`src/sv/signed_decimal_formatter_top_assert.svh`:
```
// assertion macros for the signed decimal formatter
// used by sdf_queue and sdf_back; expects clk and arst_n in scope
`ifndef SIGNED_DECIMAL_FORMATTER_TOP_ASSERT_SVH
`define SIGNED_DECIMAL_FORMATTER_TOP_ASSERT_SVH

`ifndef SYNTHESIS

`define SDF_ASSERT_IMPLY(label, ante, cons) \
	label: assert property (@(posedge clk) disable iff (!arst_n) (ante) |-> (cons)) \
		else $error("sdf implication check failed");

`define SDF_ASSERT_NEXT(label, ante, cons) \
	label: assert property (@(posedge clk) disable iff (!arst_n) (ante) |=> (cons)) \
		else $error("sdf next-cycle check failed");

`else

`define SDF_ASSERT_IMPLY(label, ante, cons)

`define SDF_ASSERT_NEXT(label, ante, cons)

`endif

`endif

```
`src/sv/sdf_pkg.sv`:
```
// shared types and constants for the signed decimal formatter
// no dependencies
package sdf_pkg;

	localparam int MAG_DIGITS = 10;
	localparam int DIG_IDX_W  = 4;
	localparam int PREC_W     = 6;

	// reciprocal of ten for a 32-bit dividend, quotient = (x * RECIP10) >> 35
	localparam logic [31:0] RECIP10   = 32'hCCCC_CCCD;
	localparam int          RECIP_SHR = 35;

	localparam logic [7:0] CH_ZERO  = 8'h30;
	localparam logic [7:0] CH_PLUS  = 8'h2B;
	localparam logic [7:0] CH_MINUS = 8'h2D;
	localparam logic [7:0] CH_SPACE = 8'h20;
	localparam logic [7:0] CH_NUL   = 8'h00;

	typedef struct packed {
		logic [MAG_DIGITS-1:0][3:0] digits;   // digits[0] is the ones digit
		logic [DIG_IDX_W-1:0]       nat;      // significant digits found
		logic [PREC_W-1:0]          ndig;     // digits to emit
		logic                       has_sign;
		logic [7:0]                 sign_ch;
	} job_t;

	typedef enum logic {
		FE_IDLE,
		FE_CONV
	} fe_state_t;

	typedef enum logic [1:0] {
		BE_IDLE,
		BE_EMPTY,
		BE_SIGN,
		BE_DIGIT
	} be_state_t;

endpackage

```
`src/sv/sdf_queue.sv`:
```
// two-entry job queue between the digit splitter and the character emitter
// depends on sdf_pkg and the assertion macro header
`include "signed_decimal_formatter_top_assert.svh"
module sdf_queue (
	input  logic          clk,
	input  logic          arst_n,
	input  logic          wr_en,
	input  sdf_pkg::job_t wr_job,
	output logic          full,
	output logic          rd_valid,
	input  logic          rd_en,
	output sdf_pkg::job_t rd_job
);
	import sdf_pkg::*;

	job_t       slots_q [2];
	logic       wr_ptr_q;
	logic       rd_ptr_q;
	logic [1:0] count_q;

	assign full     = (count_q == 2'd2);
	assign rd_valid = (count_q != 2'd0);
	assign rd_job   = slots_q[rd_ptr_q];

	always_ff @(posedge clk or negedge arst_n) begin
		if (!arst_n) begin
			wr_ptr_q <= 1'b0;
			rd_ptr_q <= 1'b0;
			count_q  <= 2'd0;
		end else begin
			if (wr_en) begin
				wr_ptr_q <= ~wr_ptr_q;
			end
			if (rd_en) begin
				rd_ptr_q <= ~rd_ptr_q;
			end
			count_q <= count_q + 2'(wr_en) - 2'(rd_en);
		end
	end

	always_ff @(posedge clk) begin
		if (wr_en) begin
			slots_q[wr_ptr_q] <= wr_job;
		end
	end

	`SDF_ASSERT_IMPLY(a_no_push_when_full, wr_en, !full)
	`SDF_ASSERT_IMPLY(a_no_pop_when_empty, rd_en, rd_valid)
	`SDF_ASSERT_IMPLY(a_count_bound, 1'b1, count_q != 2'd3)

endmodule

```
`config.mk`:
```
export PLATFORM = sky130hd
export DESIGN_NAME = sdf_queue
export DESIGN_NICKNAME = d
export VERILOG_FILES = /design/src/sv/sdf_pkg.sv /design/src/sv/sdf_queue.sv
export VERILOG_INCLUDE_DIRS = /design/src /design/src/sv
export SDC_FILE = /design/constraint.sdc
export NUM_CORES = 1
export LEC_CHECK = 0
export ABC_AREA = 1
export BUFFER_PORTS_ARGS = -buffer_cell sky130_fd_sc_hd__buf_2
export CAP_MARGIN = 20
export CORE_MARGIN = 3
export CORE_UTILIZATION = 28
export CTS_CLUSTER_SIZE = 8
export DETAILED_ROUTE_END_ITERATION = 8
export SLEW_MARGIN = 20
export SYNTH_ARGS = -nofsm -noshare
export SYNTH_HDL_FRONTEND = slang
export SYNTH_SLANG_ARGS = --single-unit
```
`constraint.sdc`:
```
create_clock -name clk -period 5.35 [get_ports clk]
set_clock_uncertainty 0.05 [all_clocks]
set_input_delay 0.535 -clock clk [delete_from_list [all_inputs] [get_ports clk]]
set_output_delay 0.535 -clock clk [all_outputs]
set_load 0.05 [all_outputs]
```
==> impl_metrics.env <==
export IMPL_setup_viol=0
export IMPL_root_buffer="clkbuf_16"
export IMPL_cap_violations=0
export IMPL_hold_start="wr_job[47]"
export IMPL_wl_per_cell_um=12.46
export IMPL_worst_slack_ns=2.789
export IMPL_yosysMostFrequentCell="edfxtp_1"
export IMPL_synth_adder_area_share=0.005457
export IMPL_ant_nets=0
export IMPL_synth_nets=398
export IMPL_critPathSlowestCell="dfrtp_4"
export IMPL_synthTopCellsByArea="edfxtp_1 (77%), o21ai_1 (5.9%), inv_1 (5.4%)"
export IMPL_hold_violations=0
export IMPL_drt_wl_total_um=8645
export IMPL_ios=124
export IMPL_grt_ovfl_total=0
export IMPL_drive_above_1_share=0.3201
export IMPL_numCtsBuffers=17
export IMPL_critPathKind="reg2out"
export IMPL_r2r_start="wr_ptr_q$_DFFE_PN0P_"
export IMPL_synthFlopType="edfxtp_1"
export IMPL_postCtsResizedCells=0
export IMPL_nNetsFinal=531
export IMPL_cts_htree_levels=4
export IMPL_slew_viol_final=0
export IMPL_dieArea_um2=17950
export IMPL_diodes=0
export IMPL_vdd_drop_max_v=0.0004967
export IMPL_die_y_um=134.0
export IMPL_fin_tns_setup_ns=0
export IMPL_gp_congestion=0.7434
export IMPL_cpPeakStageDelay_ns=0.69
export IMPL_drc=0
export IMPL_hold_path_cell_count=1
export IMPL_slew_headroom=0.4547
export IMPL_syn_inst=333
export IMPL_rows=46
export IMPL_cp_start_kind="register"
export IMPL_port_buffers=123
export IMPL_r2r_slack_ns=3.29
export IMPL_start_util=0.2876
export IMPL_worstHoldPathType="in2reg"
export IMPL_synth_compound_area_share=0.06439
export IMPL_yosysTopAreaCellShare=0.7727
export IMPL_final_cells=694
export IMPL_dp_cells=661
export IMPL_post_synth_mux_area_share=0
export IMPL_rr_worst_depth=2
export IMPL_yosys_warnings=0
export IMPL_holdPathEnd="slots_q[0][47]$_DFFE_PP_"
export IMPL_grt_usage=0.1009
export IMPL_ys_async_sr_fraction=0.03279
export IMPL_ys_seq_area_frac=0.7945
export IMPL_power_density_nw_per_um2=664.9
export IMPL_required_ns=4.76
export IMPL_yosysUniqueCellTypes=13
export IMPL_cts_setup_buffers=0
export IMPL_place_ws_ns=2.932
export IMPL_crit_path_end_kind="output port"
export IMPL_path_clk_slew_ns=0.05
export IMPL_synth_top_area_cell="edfxtp_1"
export IMPL_grt_pass1_wl_um=13590
export IMPL_cts_tree="done"
export IMPL_rsz0062_at_grt="false"
export IMPL_core_um2=15940
export IMPL_min_period_ns=2.561
export IMPL_post_route_period_util=0.4788
export IMPL_viasPerCell=3.970
export IMPL_dr_first_iter_drc_count=89
export IMPL_design_area_um2=5978
export IMPL_holdBufCountCts=1
export IMPL_syn_area_um2=4586
export IMPL_worstMarginPinSlew_ns=0.8160
export IMPL_num_vias=2755
export IMPL_die_w_um=134.0
export IMPL_grt_pass1_vias=2690
export IMPL_synth_common_cells="edfxtp_1 (118), inv_1 (66), nand2_1 (66)"
export IMPL_clockBufferDepth=2
export IMPL_synth_edff_count=118
export IMPL_syn_to_final_growth_pct=30.37
export IMPL_ys_ff_latch=122
export IMPL_cts_sinks=122
export IMPL_fillCellCount=1531
export IMPL_utilization=0.3750
export IMPL_dpl_cell_area_um2=5401
export IMPL_status="finished clean"
export IMPL_fmax_ghz=0.3904
export IMPL_r2r_end="slots_q[0][54]$_DFFE_PP_"
export IMPL_dp_hpwl_um=5547
export IMPL_syn_avg_cell_area_um2=13.77
export IMPL_clk_latency_ns=0.40
export IMPL_crit_fanout=79
export IMPL_crit_chain="buf_16, nand2_1, o21ai_1, buf_2"
export IMPL_crit_arrival_ns=1.98
export IMPL_yosys_area_share_xor_xnor=0.003820
export IMPL_synth_top_family_by_area="buffers and inverters"
export IMPL_grt_max_degree=120
export IMPL_yosys_area_share_simple=0.05675
export IMPL_dr_pass1_iters=4
export IMPL_cellLeakagePower_nw=2.549
export IMPL_antenna_found_initial=0
[worst max-delay path, delay by kind of cell, from the launching register on]
family	cells	cell delay [ns]
AOI/OAI and AO/OA	1	0.13
buffers and inverters	2	0.64
DFF	1	0.69
and+or+nand+nor	1	0.08
[sequential cells by signal, indices dropped and copies added, names as in the netlist]
name / cells
count_q: 2
rd_ptr_q: 1
slots_q: 118
wr_ptr_q: 1
[area by class of cell]
type / count / area, µm² / area share
timing repair buffer: 127 / 668.1 / 0.1118
multi-input combinational: 132 / 605.6 / 0.1013
sequential: 122 / 3647 / 0.6101
clock inverter: 13 / 110.1 / 0.01842
inverter: 66 / 247.7 / 0.04144
tap: 216 / 270.3 / 0.04521
clock buffer: 18 / 429.2 / 0.07179
[metrics by stage]
stage                     total power, mW  hold slack, ns
after floorplan                     2.626          0.1894
after global placement              2.939          0.2941
after detailed placement            2.962          0.3026
after CTS                           4.017          0.2414
after global routing                4.187          0.2406
final                               3.975          0.2687
[placed cells by master (no fill, tap or decap)]
cell type | Yosys | final
nand3_1 | 1 | 1
clkbuf_16 | 0 | 17
nor2_1 | 2 | 1
dfrtp_4 | 0 | 1
clkinvlp_4 | 0 | 1
inv_1 | 66 | 65
ha_1 | 2 | 2
buf_4 | 5 | 2
dlygate4sd3_1 | 0 | 1
clkinv_2 | 0 | 4
o21ai_1 | 54 | 54
clkbuf_1 | 0 | 1
edfxtp_1 | 118 | 118
nand2_1 | 66 | 66
o21ai_0 | 5 | 5
clkinv_1 | 0 | 6
buf_16 | 0 | 1
nor2_4 | 0 | 1
xor2_1 | 2 | 2
dfrtp_1 | 4 | 3
buf_2 | 5 | 123
bufinv_16 | 0 | 2
inv_2 | 0 | 1
[how the worst max path moves through the flow]
stage,startpoint,end,cells after the start
after global routing,rd_ptr_q$_DFFE_PN0P_,rd_job[40],4
after detailed placement,wr_en,slots_q[0][48]$_DFFE_PP_,4
final,rd_ptr_q$_DFFE_PN0P_,rd_job[40],4
after CTS,rd_ptr_q$_DFFE_PN0P_,rd_job[40],3
after global placement,wr_en,slots_q[0][13]$_DFFE_PP_,4
after floorplan,wr_en,slots_q[0][0]$_DFFE_PP_,2
[kinds of logic after synthesis]
kind of cell / Yosys count
adders and majority gates: 2
DFF: 122
xor gates and xnor gates: 2
and+or+nand+nor: 69
AOI/OAI and AO/OA: 59
buffers and inverters: 79
[power breakdown]
part	leakage [nW]	switching (mW)	internal [mW]
logic	1.13	1.26	0.315
clock network	0.264	0.369	0.667
registers	1.15	0.0896	1.27
total	2.55	1.72	2.26
[metal layers]
| metal | GRT usage | share of wire | wire [µm] |
|---|---|---|---|
| met1 | 0.1235 | 0.44 | 3821 |
| met2 | 0.1519 | 0.46 | 3955 |
| met3 | 0.04989 | 0.087 | 753 |
| met4 | 0.04286 | 0.013 | 114 |
| met5 | 0 | 0 | 0 |
(Power assumes the default switching activity.)
