`src/sv/signed_decimal_formatter_top_assert.svh`:
```
// assertion macros for the signed decimal formatter
// used by sdf_queue and sdf_back; expects clk and arst_n in scope
`ifndef SIGNED_DECIMAL_FORMATTER_TOP_ASSERT_SVH
`define SIGNED_DECIMAL_FORMATTER_TOP_ASSERT_SVH

`ifndef SYNTHESIS

`define SDF_ASSERT_IMPLY(label, ante, cons) \
	label: assert property (@(posedge clk) disable iff (!arst_n) (ante) |-> (cons)) \
		else $error("sdf implication check failed");

`define SDF_ASSERT_NEXT(label, ante, cons) \
	label: assert property (@(posedge clk) disable iff (!arst_n) (ante) |=> (cons)) \
		else $error("sdf next-cycle check failed");

`else

`define SDF_ASSERT_IMPLY(label, ante, cons)

`define SDF_ASSERT_NEXT(label, ante, cons)

`endif

`endif

```
`src/sv/sdf_pkg.sv`:
```
// shared types and constants for the signed decimal formatter
// no dependencies
package sdf_pkg;

	localparam int MAG_DIGITS = 10;
	localparam int DIG_IDX_W  = 4;
	localparam int PREC_W     = 6;

	// reciprocal of ten for a 32-bit dividend, quotient = (x * RECIP10) >> 35
	localparam logic [31:0] RECIP10   = 32'hCCCC_CCCD;
	localparam int          RECIP_SHR = 35;

	localparam logic [7:0] CH_ZERO  = 8'h30;
	localparam logic [7:0] CH_PLUS  = 8'h2B;
	localparam logic [7:0] CH_MINUS = 8'h2D;
	localparam logic [7:0] CH_SPACE = 8'h20;
	localparam logic [7:0] CH_NUL   = 8'h00;

	typedef struct packed {
		logic [MAG_DIGITS-1:0][3:0] digits;   // digits[0] is the ones digit
		logic [DIG_IDX_W-1:0]       nat;      // significant digits found
		logic [PREC_W-1:0]          ndig;     // digits to emit
		logic                       has_sign;
		logic [7:0]                 sign_ch;
	} job_t;

	typedef enum logic {
		FE_IDLE,
		FE_CONV
	} fe_state_t;

	typedef enum logic [1:0] {
		BE_IDLE,
		BE_EMPTY,
		BE_SIGN,
		BE_DIGIT
	} be_state_t;

endpackage

```
`src/sv/sdf_back.sv`:
```
// back end: walks one job and emits its characters through an output register
// depends on sdf_pkg and the assertion macro header
`include "signed_decimal_formatter_top_assert.svh"
module sdf_back (
	input  logic          clk,
	input  logic          arst_n,
	input  logic          q_valid,
	output logic          q_ready,
	input  sdf_pkg::job_t q_job,
	output logic          out_valid,
	input  logic          out_ready,
	output logic [7:0]    out_char,
	output logic          out_last,
	output logic          out_empty
);
	import sdf_pkg::*;

	be_state_t         state_q, state_d;
	job_t              job_q;
	logic [PREC_W-1:0] idx_q;
	logic              valid_q;
	logic [7:0]        char_q;
	logic              last_q;
	logic              empty_q;

	logic              adv;
	logic              load;
	logic              emit;
	logic [7:0]        ch;
	logic              lst;
	logic              emp;
	logic [PREC_W-1:0] pos;
	logic              last_dig;
	logic              in_nat;
	logic [3:0]        dig;

	assign adv      = !valid_q || out_ready;
	assign pos      = job_q.ndig - PREC_W'(1) - idx_q;
	assign last_dig = ((idx_q + PREC_W'(1)) == job_q.ndig);
	assign in_nat   = (pos < PREC_W'(job_q.nat));
	// leading positions beyond the significant digits are zero padding
	assign dig      = in_nat ? job_q.digits[pos[DIG_IDX_W-1:0]] : 4'd0;

	always_comb begin
		state_d = state_q;
		q_ready = 1'b0;
		load    = 1'b0;
		emit    = 1'b0;
		ch      = CH_NUL;
		lst     = 1'b0;
		emp     = 1'b0;
		unique case (state_q)
			BE_IDLE: begin
				q_ready = 1'b1;
				if (q_valid) begin
					load = 1'b1;
					if (q_job.has_sign) begin
						state_d = BE_SIGN;
					end else if (q_job.ndig == '0) begin
						state_d = BE_EMPTY;
					end else begin
						state_d = BE_DIGIT;
					end
				end
			end
			BE_EMPTY: begin
				if (adv) begin
					emit    = 1'b1;
					lst     = 1'b1;
					emp     = 1'b1;
					state_d = BE_IDLE;
				end
			end
			BE_SIGN: begin
				if (adv) begin
					emit    = 1'b1;
					ch      = job_q.sign_ch;
					lst     = (job_q.ndig == '0);
					state_d = (job_q.ndig == '0) ? BE_IDLE : BE_DIGIT;
				end
			end
			BE_DIGIT: begin
				if (adv) begin
					emit = 1'b1;
					ch   = CH_ZERO | {4'd0, dig};
					lst  = last_dig;
					if (last_dig) begin
						state_d = BE_IDLE;
					end
				end
			end
			default: state_d = BE_IDLE;
		endcase
	end

	always_ff @(posedge clk or negedge arst_n) begin
		if (!arst_n) begin
			state_q <= BE_IDLE;
			valid_q <= 1'b0;
		end else begin
			state_q <= state_d;
			if (emit) begin
				valid_q <= 1'b1;
			end else if (out_ready) begin
				valid_q <= 1'b0;
			end
		end
	end

	always_ff @(posedge clk) begin
		if (load) begin
			job_q <= q_job;
			idx_q <= '0;
		end else if (emit && state_q == BE_DIGIT) begin
			idx_q <= idx_q + PREC_W'(1);
		end
		if (emit) begin
			char_q  <= ch;
			last_q  <= lst;
			empty_q <= emp;
		end
	end

	assign out_valid = valid_q;
	assign out_char  = char_q;
	assign out_last  = last_q;
	assign out_empty = empty_q;

	`SDF_ASSERT_IMPLY(a_empty_is_last, valid_q && empty_q, last_q)
	`SDF_ASSERT_IMPLY(a_digit_idx_range, state_q == BE_DIGIT, idx_q < job_q.ndig)
	`SDF_ASSERT_NEXT(a_load_leaves_idle, load, state_q != BE_IDLE)

endmodule

```
`config.mk`:
```
export PLATFORM = sky130hd
export DESIGN_NAME = sdf_back
export DESIGN_NICKNAME = d
export VERILOG_FILES = /design/src/sv/sdf_pkg.sv /design/src/sv/sdf_back.sv
export VERILOG_INCLUDE_DIRS = /design/src /design/src/sv
export SDC_FILE = /design/constraint.sdc
export NUM_CORES = 1
export LEC_CHECK = 0
export ABC_AREA = 1
export BUFFER_PORTS_ARGS = -buffer_cell sky130_fd_sc_hd__buf_2
export CAP_MARGIN = 25
export CORE_MARGIN = 4
export CORE_UTILIZATION = 50
export DETAILED_ROUTE_END_ITERATION = 16
export PLACE_DENSITY = 0.73
export SKIP_LAST_GASP = 1
export SLEW_MARGIN = 0
export SYNTH_ARGS = -nofsm -noshare
export SYNTH_HDL_FRONTEND = slang
export SYNTH_SLANG_ARGS = --single-unit
```
`constraint.sdc`:
```
create_clock -name clk -period 3 [get_ports clk]
set_input_delay 0.3 -clock clk [delete_from_list [all_inputs] [get_ports clk]]
set_output_delay 0.3 -clock clk [all_outputs]
set_load 0.05 [all_outputs]
```
==> results of run 1 <==
==> flip-flops by register name, summed over array words and instances (netlist names) <==
signal     flops
state_q        2
out_empty      1
out_valid      1
out_char       8
out_last       1
job_q         58
idx_q          6
==> logic make-up after synthesis <==
| kind of cell | after synthesis |
|---|---|
| AO/OA/AOI/OAI | 29 |
| AND/OR/NAND/NOR | 163 |
| buffers and inverters | 36 |
| XOR/XNOR | 4 |
| adder cells (fa/ha/maj) | 10 |
| flip-flops | 77 |
| multiplexers | 4 |
==> area by class of cell <==
class	instances	area, um2
Inverter	30	118
Clock inverter	6	53.8
Sequential cell	77	2240
Timing Repair Buffer	79	423
Clock buffer	10	128
Multi-Input combinational cell	210	1080
Tap cell	80	100
Fill cell	566	2620
==> repair_timing <==
item / 4_1_cts / 5_1_grt
setup buffers: 0 / 0
hold buffers: 1 / 0
endpoints found under the hold margin: 3 / 0
==> synthesized netlist by cell type, types with 2 or more instances <==
master / instances
dfrtp_1: 3
dfxtp_1: 6
edfxtp_1: 68
nand2_2: 2
ha_1: 9
nand2_1: 96
nor2_1: 24
inv_1: 27
nand4_1: 2
mux2i_1: 4
nand3_1: 28
a21oi_1: 14
buf_2: 4
o21ai_0: 10
nor3_1: 3
==> per-stage QoR <==
step	instances	worst slack (ns)	hold slack (ns)	instance area, um2	utilization
2_1_floorplan	323	0.205	0.00441	3480	-
3_5_place_dp	475	0.325	0.0982	3950	0.585
6_report	492	0.282	0.121	4140	0.613
5_1_grt	492	0.00483	0.0992	4140	0.613
3_3_place_gp	475	0.428	0.0988	3950	0.585
4_1_cts	492	0.276	0.105	4140	0.613
==> power by group <==
part / switching (W) / internal [W]
combinational: 0.00131 / 0.000592
sequential: 0.000124 / 0.00151
clock: 0.000356 / 0.000374
==> path summary, 6_finish.rpt <==
kind,end,slack [ns],cells past startpoint
worst max-delay path,out_char[0],0.28,13
worst min-delay path,job_q[6],0.12,1
worst max register to register,out_char[0],0.28,13
worst min register to register,out_char[1],0.52,2
max in group asynchronous,out_valid,2.60,2
min in group asynchronous,state_q[1],0.30,2
==> layer usage <==
metal	wire, um	share of wire	vias up
li1	-	-	1264
met1	2660	0.40	1156
met2	3470	0.52	73
met3	402	0.060	13
met4	178	0.026	0
met5	0	0	-
==> results.json, run 1 <==
{
  "endpoint_kind": "register",
  "period_needed_ns": 2.72,
  "synth-seq-cells": 77,
  "clockBufferDepth": 2,
  "worstPathCellList": "inv_1 -> ha_1 -> inv_1 -> fa_1 -> clkinv_1 -> ha_1 -> a21oi_1 -> nor2_1 -> o21ai_0 -> nand3_1 -> nor2_4 -> nand2_1 -> nand2_1",
  "relSlewSlack": 0.415,
  "hold_viol_final": 0,
  "met3_usage": 0.0431,
  "antenna_found_initial": 0,
  "rsz0062_at_grt": "false",
  "cpMaxStageDelayCell": "fa_1",
  "routed_via_density": 5.09,
  "grt_util_met2": 0.297,
  "routabilityCongestion": 0.790,
  "final_common_cell": "nand2_1",
  "power_w": 0.00426,
  "start_util": 0.514,
  "vias": 2506,
  "hold_start": "q_job[6]",
  "synthCells": 323,
  "layout_common_cells": "nand2_1 (96), buf_2 (74), edfxtp_1 (68)",
  "io_buffers": 74,
  "drt-total-wl_um": 6720,
  "clock_skew_ns": 0.00772,
  "synth.distinct_cells": 38,
  "use_met1": 0.203,
  "p_leak_nw": 1.80,
  "dieHeight_um": 91.3,
  "fp.dieW_um": 91.3,
  "synthToLayoutAreaGrowth_pct": 19.3,
  "synth_compound_area_frac": 0.0447,
  "dpl.hpwl_um": 4870,
  "wl_per_cell_um": 13.7,
  "syn-mean-instance-area_um2": 10.7,
  "synth_top_cell_by_area": "edfxtp_1",
  "critical_path_buf_inv_count": 3,
  "worstPathRequired_ns": 3.22,
  "synth_xor_area_frac": 0.0177,
  "synth_edf_count": 68,
  "crit_family": "adder cells",
  "worst-setup-path-type": "register to register",
  "drive_gt1_frac": 0.248,
  "insertion_delay_ns": 0.35,
  "die-area_um2": 8340,
  "core-area_um2": 6760,
  "ir_drop_v": 0.000500,
  "htreeDepth": 3,
  "synth_top_family_by_area": "simple AND/OR/NAND/NOR gates",
  "p_per_area_nw_per_um2": 1030,
  "post_cts_resized": 0,
  "arrival_ns": 2.94,
  "worst_pin_slew_ns": 0.874,
  "yosys_warnings": 0,
  "boundaryPins": 75,
  "muxShareOfSynthArea": 0.0115,
  "diodes": 0,
  "synth_area_leaders": "edfxtp_1 (59%), nand2_1 (10%), nand3_1 (4.0%)",
  "cts_tree": "yes",
  "cts_sinks": 77,
  "cts_buffers": 9,
  "yosys.area.top_type_share": 0.588,
  "tns_ns": 0,
  "synth_top_flop_cell": "edfxtp_1",
  "status": "finished clean",
  "max_freq_ghz": 0.368,
  "grt_util_all_layers": 0.176,
  "netlist_area_um2": 3470,
  "synthArstFlopShare": 0.0390,
  "synth_nets": 396,
  "busiest_layer": "met2",
  "startpoint_type": "register",
  "worstPathMaxFanout": 9,
  "overflow": 0,
  "cts.clk_slew.worst_paths_ns": 0.08,
  "grt_pass1_vias": 2506,
  "synth_simple_gate_area_frac": 0.200,
  "cp-startpoint": "idx_q[0]",
  "setup_viol": 0,
  "synth_fa_ha_area_frac": 0.0382,
  "r2r-start": "idx_q[0]",
  "min_path_type": "primary input to register",
  "clock-root-buffer": "clkbuf_8",
  "post-route-period-util": 0.906,
  "ant_nets": 0,
  "drtIter0Drc": 113,
  "nets": 480,
  "grt_max_degree": 61,
  "first_pass_iters": 4,
  "drcViolationCount": 0,
  "cp_slowest_stage_delay_ns": 0.51,
  "grt_pass1_wl_um": 11300,
  "finalMaxSlewViolations": 0,
  "maxCapViolCount": 0,
  "core.rowCount": 30,
  "ys_seq_area_frac": 0.644
}
Power figures use the tool's default switching activity.
==> run 2: changes to the inputs <==
Settings changed: ABC_AREA 1 to unset, CAP_MARGIN 25 to unset.
==> run 2 against run 1 <==
  * Sequential power decreased by 6%
  * Critical endpoint is now out_char[2]
  * Largest power group unchanged
  * Largest cell class unchanged
  * Highest routed layer unchanged
  * Synthesized cell count decreased by 25%
  * Global-route usage decreased by 1.6 points
==> results.json, run 2 <==
{
  "start_util": 0.527,
  "ff2ff_path_depth": 11,
  "final_common_cell": "buf_2",
  "synth_top_cell_by_area": "edfxtp_1",
  "worst_r2r_endpoint": "out_char[2]",
  "period_needed_ns": 2.75,
  "fp.dieW_um": 91,
  "antenna_found_initial": 0,
  "hold_start": "q_job[37]",
  "arrival_ns": 2.93,
  "placed_cells": 389,
  "clockBufferDepth": 2,
  "nets": 397,
  "die-area_um2": 8280,
  "synthToLayoutAreaGrowth_pct": 20.5,
  "ir_drop_v": 0.000536,
  "yosys_warnings": 0,
  "synthCells": 241,
  "grt_pass1_vias": 2141,
  "min_path_type": "primary input to register",
  "worstPathMaxFanout": 9,
  "cts_buffers": 9,
  "layout_common_cells": "buf_2 (74), edfxtp_1 (68), nor2_1 (20)",
  "n_fill_cell": 508,
  "vias": 2158,
  "routed_via_density": 5.32,
  "relSlewSlack": 0.478,
  "finalMaxSlewViolations": 0,
  "hold_viol_final": 0,
  "post_cts_resized": 0,
  "clock-root-buffer": "clkbuf_8",
  "synthArstFlopShare": 0.0390,
  "dieHeight_um": 91,
  "diodes": 0,
  "synth_xor_area_frac": 0.0385,
  "cts_tree": "yes",
  "p_per_area_nw_per_um2": 969,
  "worstPathRequired_ns": 3.18,
  "synth_compound_area_frac": 0.0668,
  "setup_viol": 0,
  "ys_seq_area_frac": 0.649,
  "first_pass_iters": 4,
  "syn-mean-instance-area_um2": 14.3,
  "cts.clk_slew.worst_paths_ns": 0.09,
  "boundaryPins": 75,
  "dpl.hpwl_um": 4680,
  "p_leak_nw": 1.62,
  "largest_reg_flops": 58,
  "post_cts_buffers": 0,
  "post-route-period-util": 0.917,
  "drcViolationCount": 0,
  "worst-setup-path-type": "register to register",
  "setup_ws_ns": 0.248,
  "muxShareOfSynthArea": 0.0726,
  "worst_hold_slack_ns": 0.115,
  "yosys.area.top_type_share": 0.593,
  "status": "finished clean",
  "rrSetupSlack_ns": 0.25,
  "synth_commonest_cells": "edfxtp_1 (68), nor2_1 (20), nand2_1 (17), a21oi_1 (13), inv_1 (11)",
  "startpoint_type": "register",
  "grt_max_degree": 25,
  "max_freq_ghz": 0.363,
  "clock_skew_ns": 0.0112,
  "grt_pass1_wl_um": 10200,
  "overflow": 0,
  "ant_nets": 0,
  "multi_input_area_um2": 1100,
  "synth_top_family_by_area": "simple AND/OR/NAND/NOR gates",
  "insertion_delay_ns": 0.35,
  "maxCapViolCount": 0,
  "hold_end": "job_q[37]",
  "cts_sinks": 77,
  "drtIter0Drc": 74,
  "dp_worst_setup_slack_ns": 0.344,
  "synth-seq-cells": 77,
  "worstPathCellList": "inv_1 -> ha_1 -> inv_1 -> fa_1 -> xor2_1 -> inv_2 -> ha_1 -> a211o_1 -> o211ai_1 -> nand4_1 -> a22oi_1",
  "synth.distinct_cells": 45,
  "io_buffers": 74,
  "synth_fa_ha_area_frac": 0.0385,
  "synth_top_flop_cell": "edfxtp_1",
  "hold_depth": 1,
  "register_area_um2": 2240,
  "htreeDepth": 3,
  "tns_ns": 0,
  "netlist_area_um2": 3440,
  "cpMaxStageDelayCell": "fa_1",
  "synth_area_leaders": "edfxtp_1 (59%), mux4_2 (5.2%), dfxtp_1 (3.5%)",
  "rsz0062_at_grt": "false",
  "synth_edf_count": 68,
  "wl_per_cell_um": 15.3,
  "synth_simple_gate_area_frac": 0.103,
  "drt-total-wl_um": 6230,
  "core.rowCount": 29,
  "synth.most_common_cell": "edfxtp_1",
  "r2r-start": "idx_q[0]",
  "core-area_um2": 6530,
  "cp_slowest_stage_delay_ns": 0.38,
  "worst_pin_slew_ns": 0.780,
  "final_cell_count_no_fill": 406,
  "drive_gt1_frac": 0.337,
  "synth_nets": 314,
  "routabilityCongestion": 0.824,
  "grt_util_all_layers": 0.160,
  "regMostFlops": "job_q",
  "endpoint_kind": "register"
}
[run 2: layer usage]
metal	routed length (um)	GRT usage	vias to the layer above
li1	-	-	1062
met1	2700	0.201	1001
met2	2900	0.250	78
met3	466	0.0570	17
met4	163	0.0716	0
met5	0	0	-
[run 2: power by group]
group / switching (W) / leakage [nW] / internal [W] / total, W
combinational: 0.000915 / 0.786 / 0.000627 / 0.00154
clock: 0.000388 / 0.123 / 0.000563 / 0.000951
sequential: 0.000126 / 0.710 / 0.00140 / 0.00153
[run 2: cell families after synthesis]
family,after synthesis
muxes,15
and+or+nand+nor,72
AOI/OAI and AO/OA,33
buffers and inverters,21
xor gates and xnor gates,13
DFF,77
adders and majority gates,10
[run 2: critical path: cells and delay by family (launching register included)]
kind            cells  cell delay [ns]
compound gates      3             0.57
simple gates        1             0.24
flops               1             0.36
buf+inv             3             0.27
fa+ha+maj           3             0.76
xor+xnor            1             0.38
[run 2: worst max path at each step]
stage,startpoint,endpoint,slack (ns)
after floorplan,idx_q[0],out_char[1],0.40
after global placement,idx_q[0],out_char[1],0.42
after detailed placement,idx_q[0],out_char[1],0.34
after CTS,idx_q[0],out_char[2],0.28
after global routing,idx_q[0],out_char[2],0.1
final,idx_q[0],out_char[2],0.25
[run 2: timing repair]
action | CTS | global route
hold buffers | 1 | 0
endpoints found under the hold margin | 3 | 0
setup endpoints to repair | 0 | 0
[run 2: final cells by class]
| class | instances | share of cell area |
|---|---|---|
| Timing Repair Buffer | 80 | 0.101 |
| Inverter | 13 | 0.0118 |
| Clock inverter | 6 | 0.0286 |
| Clock buffer | 10 | 0.0308 |
| Tap cell | 77 | 0.0232 |
| Sequential cell | 77 | 0.539 |
| Multi-Input combinational cell | 143 | 0.266 |
[run 2: per-stage QoR]
step	total power (W)	area [um2]	utilization
2_1_floorplan	0.00278	3450	-
3_3_place_gp	0.00307	3890	0.596
3_5_place_dp	0.00310	3890	0.596
4_1_cts	0.00405	4150	0.635
5_1_grt	0.00426	4150	0.635
6_report	0.00402	4150	0.635
==> run 3: changes to the inputs <==
Settings changed: PLACE_DENSITY 0.73 to 0.74.
==> run 3 against run 2 <==
  * Sequential cell count unchanged
  * Critical path depth is the same
  * Combinational power hardly changed
  * Setup slack improved by 0.059 ns
  * Non-clock buffer count fell by 2
  * Register-to-register slack improved by 0.06 ns
==> results.json, run 3 (same netlist as run 2, synthesis figures left out) <==
{
  "tns_ns": 0,
  "p_per_area_nw_per_um2": 916,
  "overflow": 0,
  "drive_gt1_frac": 0.333,
  "n_fill_cell": 492,
  "wl_per_cell_um": 15.8,
  "clockBufferDepth": 2,
  "first_pass_iters": 4,
  "max_freq_ghz": 0.371,
  "core.rowCount": 29,
  "arrival_ns": 2.87,
  "pwr-share-comb": 0.408,
  "worst_hold_slack_ns": 0.126,
  "die-area_um2": 8280,
  "switching_share": 0.378,
  "routed_via_density": 5.36,
  "final_common_cell": "buf_2",
  "p_leak_nw": 1.57,
  "post_cts_resized": 0,
  "p_int_w": 0.00231,
  "cpMaxStageDelayCell": "fa_1",
  "drcViolationCount": 0,
  "rrSetupSlack_ns": 0.31,
  "clkPwrFrac": 0.180,
  "dieHeight_um": 91,
  "worstPathRequired_ns": 3.18,
  "dp_worst_setup_slack_ns": 0.305,
  "dpl.hpwl_um": 4840,
  "endpoint_kind": "register",
  "grt_util_all_layers": 0.163,
  "relSlewSlack": 0.437,
  "setup_viol": 0,
  "htreeDepth": 3,
  "worstPathCellList": "inv_1 -> ha_1 -> inv_1 -> fa_1 -> xor2_1 -> inv_2 -> ha_1 -> a211o_1 -> o211ai_1 -> nand4_1 -> a22oi_1",
  "start_util": 0.527,
  "grt_pass1_wl_um": 10500,
  "worst-setup-path-type": "register to register",
  "post-route-period-util": 0.897,
  "largest_reg_flops": 58,
  "ant_nets": 0,
  "period_needed_ns": 2.69,
  "drtIter0Drc": 81,
  "hold_end": "job_q[5]",
  "clock_skew_ns": 0.00999,
  "min_path_type": "primary input to register",
  "maxCapViolCount": 0,
  "r2r-start": "idx_q[0]",
  "hold_start": "q_job[5]",
  "worstPathMaxFanout": 9,
  "drt-total-wl_um": 6380,
  "fin_area_um2": 4060,
  "cts_tree": "yes",
  "grt_pass1_vias": 2217,
  "boundaryPins": 75,
  "ir_drop_v": 0.000367,
  "ff2ff_path_depth": 11,
  "rsz0062_at_grt": "false",
  "placed_cells": 387,
  "startpoint_type": "register",
  "diodes": 0,
  "cts_sinks": 77,
  "pwr-share-seq": 0.412,
  "core-area_um2": 6530,
  "fp.dieW_um": 91,
  "clock-root-buffer": "clkbuf_8",
  "grt_max_degree": 27,
  "status": "finished clean",
  "setup_ws_ns": 0.308,
  "placed_cell_area_um2": 3880,
  "synthToLayoutAreaGrowth_pct": 17.7,
  "vias": 2167,
  "nets": 395,
  "io_buffers": 74,
  "hold_depth": 1,
  "final_cell_count_no_fill": 404,
  "worst_r2r_endpoint": "out_char[0]",
  "cts_buffers": 9,
  "netSwitchingPower_w": 0.00141,
  "antenna_found_initial": 0,
  "cp_slowest_stage_delay_ns": 0.39,
  "finalMaxSlewViolations": 0,
  "worst_pin_slew_ns": 0.842,
  "regMostFlops": "job_q",
  "routabilityCongestion": 0.873,
  "hold_viol_final": 0,
  "insertion_delay_ns": 0.34,
  "cts.clk_slew.worst_paths_ns": 0.08,
  "layout_common_cells": "buf_2 (74), edfxtp_1 (68), nor2_1 (20)"
}
## run 3: repair_timing
| item | 4_1_cts | 5_1_grt |
|---|---|---|
| hold endpoints to repair | 3 | 0 |
| hold buffers | 1 | 0 |
| buffers inserted | 0 | 0 |
## run 3: power by group through the flow
stage / Sequential, W / Combinational (W) / Clock [W]
global placement: 0.00155 / 0.00150 / 0
detailed placement: 0.00156 / 0.00153 / 0
global route: 0.00156 / 0.00167 / 0.000741
CTS: 0.00153 / 0.00153 / 0.000682
floorplan: 0.00168 / 0.00110 / 0
finish: 0.00153 / 0.00152 / 0.000669
## run 3: layer usage
metal / vias up / GRT usage / part of all wire
met5: - / 0 / 0
met2: 79 / 0.284 / 0.51
li1: 1065 / - / -
met4: 0 / 0.0377 / 0.0077
met3: 7 / 0.0512 / 0.069
met1: 1016 / 0.197 / 0.42
## run 3: worst max-delay path by stage
stage,endpoint,from,cells past startpoint
5_1_grt,out_char[0],idx_q[0],11
3_3_place_gp,out_char[1],idx_q[0],11
6_report,out_char[0],idx_q[0],11
3_5_place_dp,out_char[0],idx_q[0],11
2_1_floorplan,out_char[1],idx_q[0],11
4_1_cts,out_char[0],idx_q[0],11
## run 3: worst max-delay path: cells and delay by family, from the launching register on
kind	cells	cell delay, ns
adders and majority gates	3	0.77
buffers and inverters	3	0.27
xor gates and xnor gates	1	0.34
and+or+nand+nor	1	0.21
DFF	1	0.35
AOI/OAI and AO/OA	3	0.57
## run 3: through the flow
stage,total power (W),util
3_5_place_dp,0.00308,0.594
3_3_place_gp,0.00305,0.594
5_1_grt,0.00397,0.621
2_1_floorplan,0.00278,-
4_1_cts,0.00375,0.621
6_report,0.00372,0.621
## run 3: area by class of cell
type | instances | area (um2) | share of cell area
sequential | 77 | 2240 | 0.552
multi-input combinational | 143 | 1100 | 0.272
timing repair buffer | 78 | 403 | 0.0994
clock buffer | 10 | 128 | 0.0315
tap | 77 | 96.3 | 0.0238
inverter | 13 | 48.8 | 0.0120
clock inverter | 6 | 40.0 | 0.00987
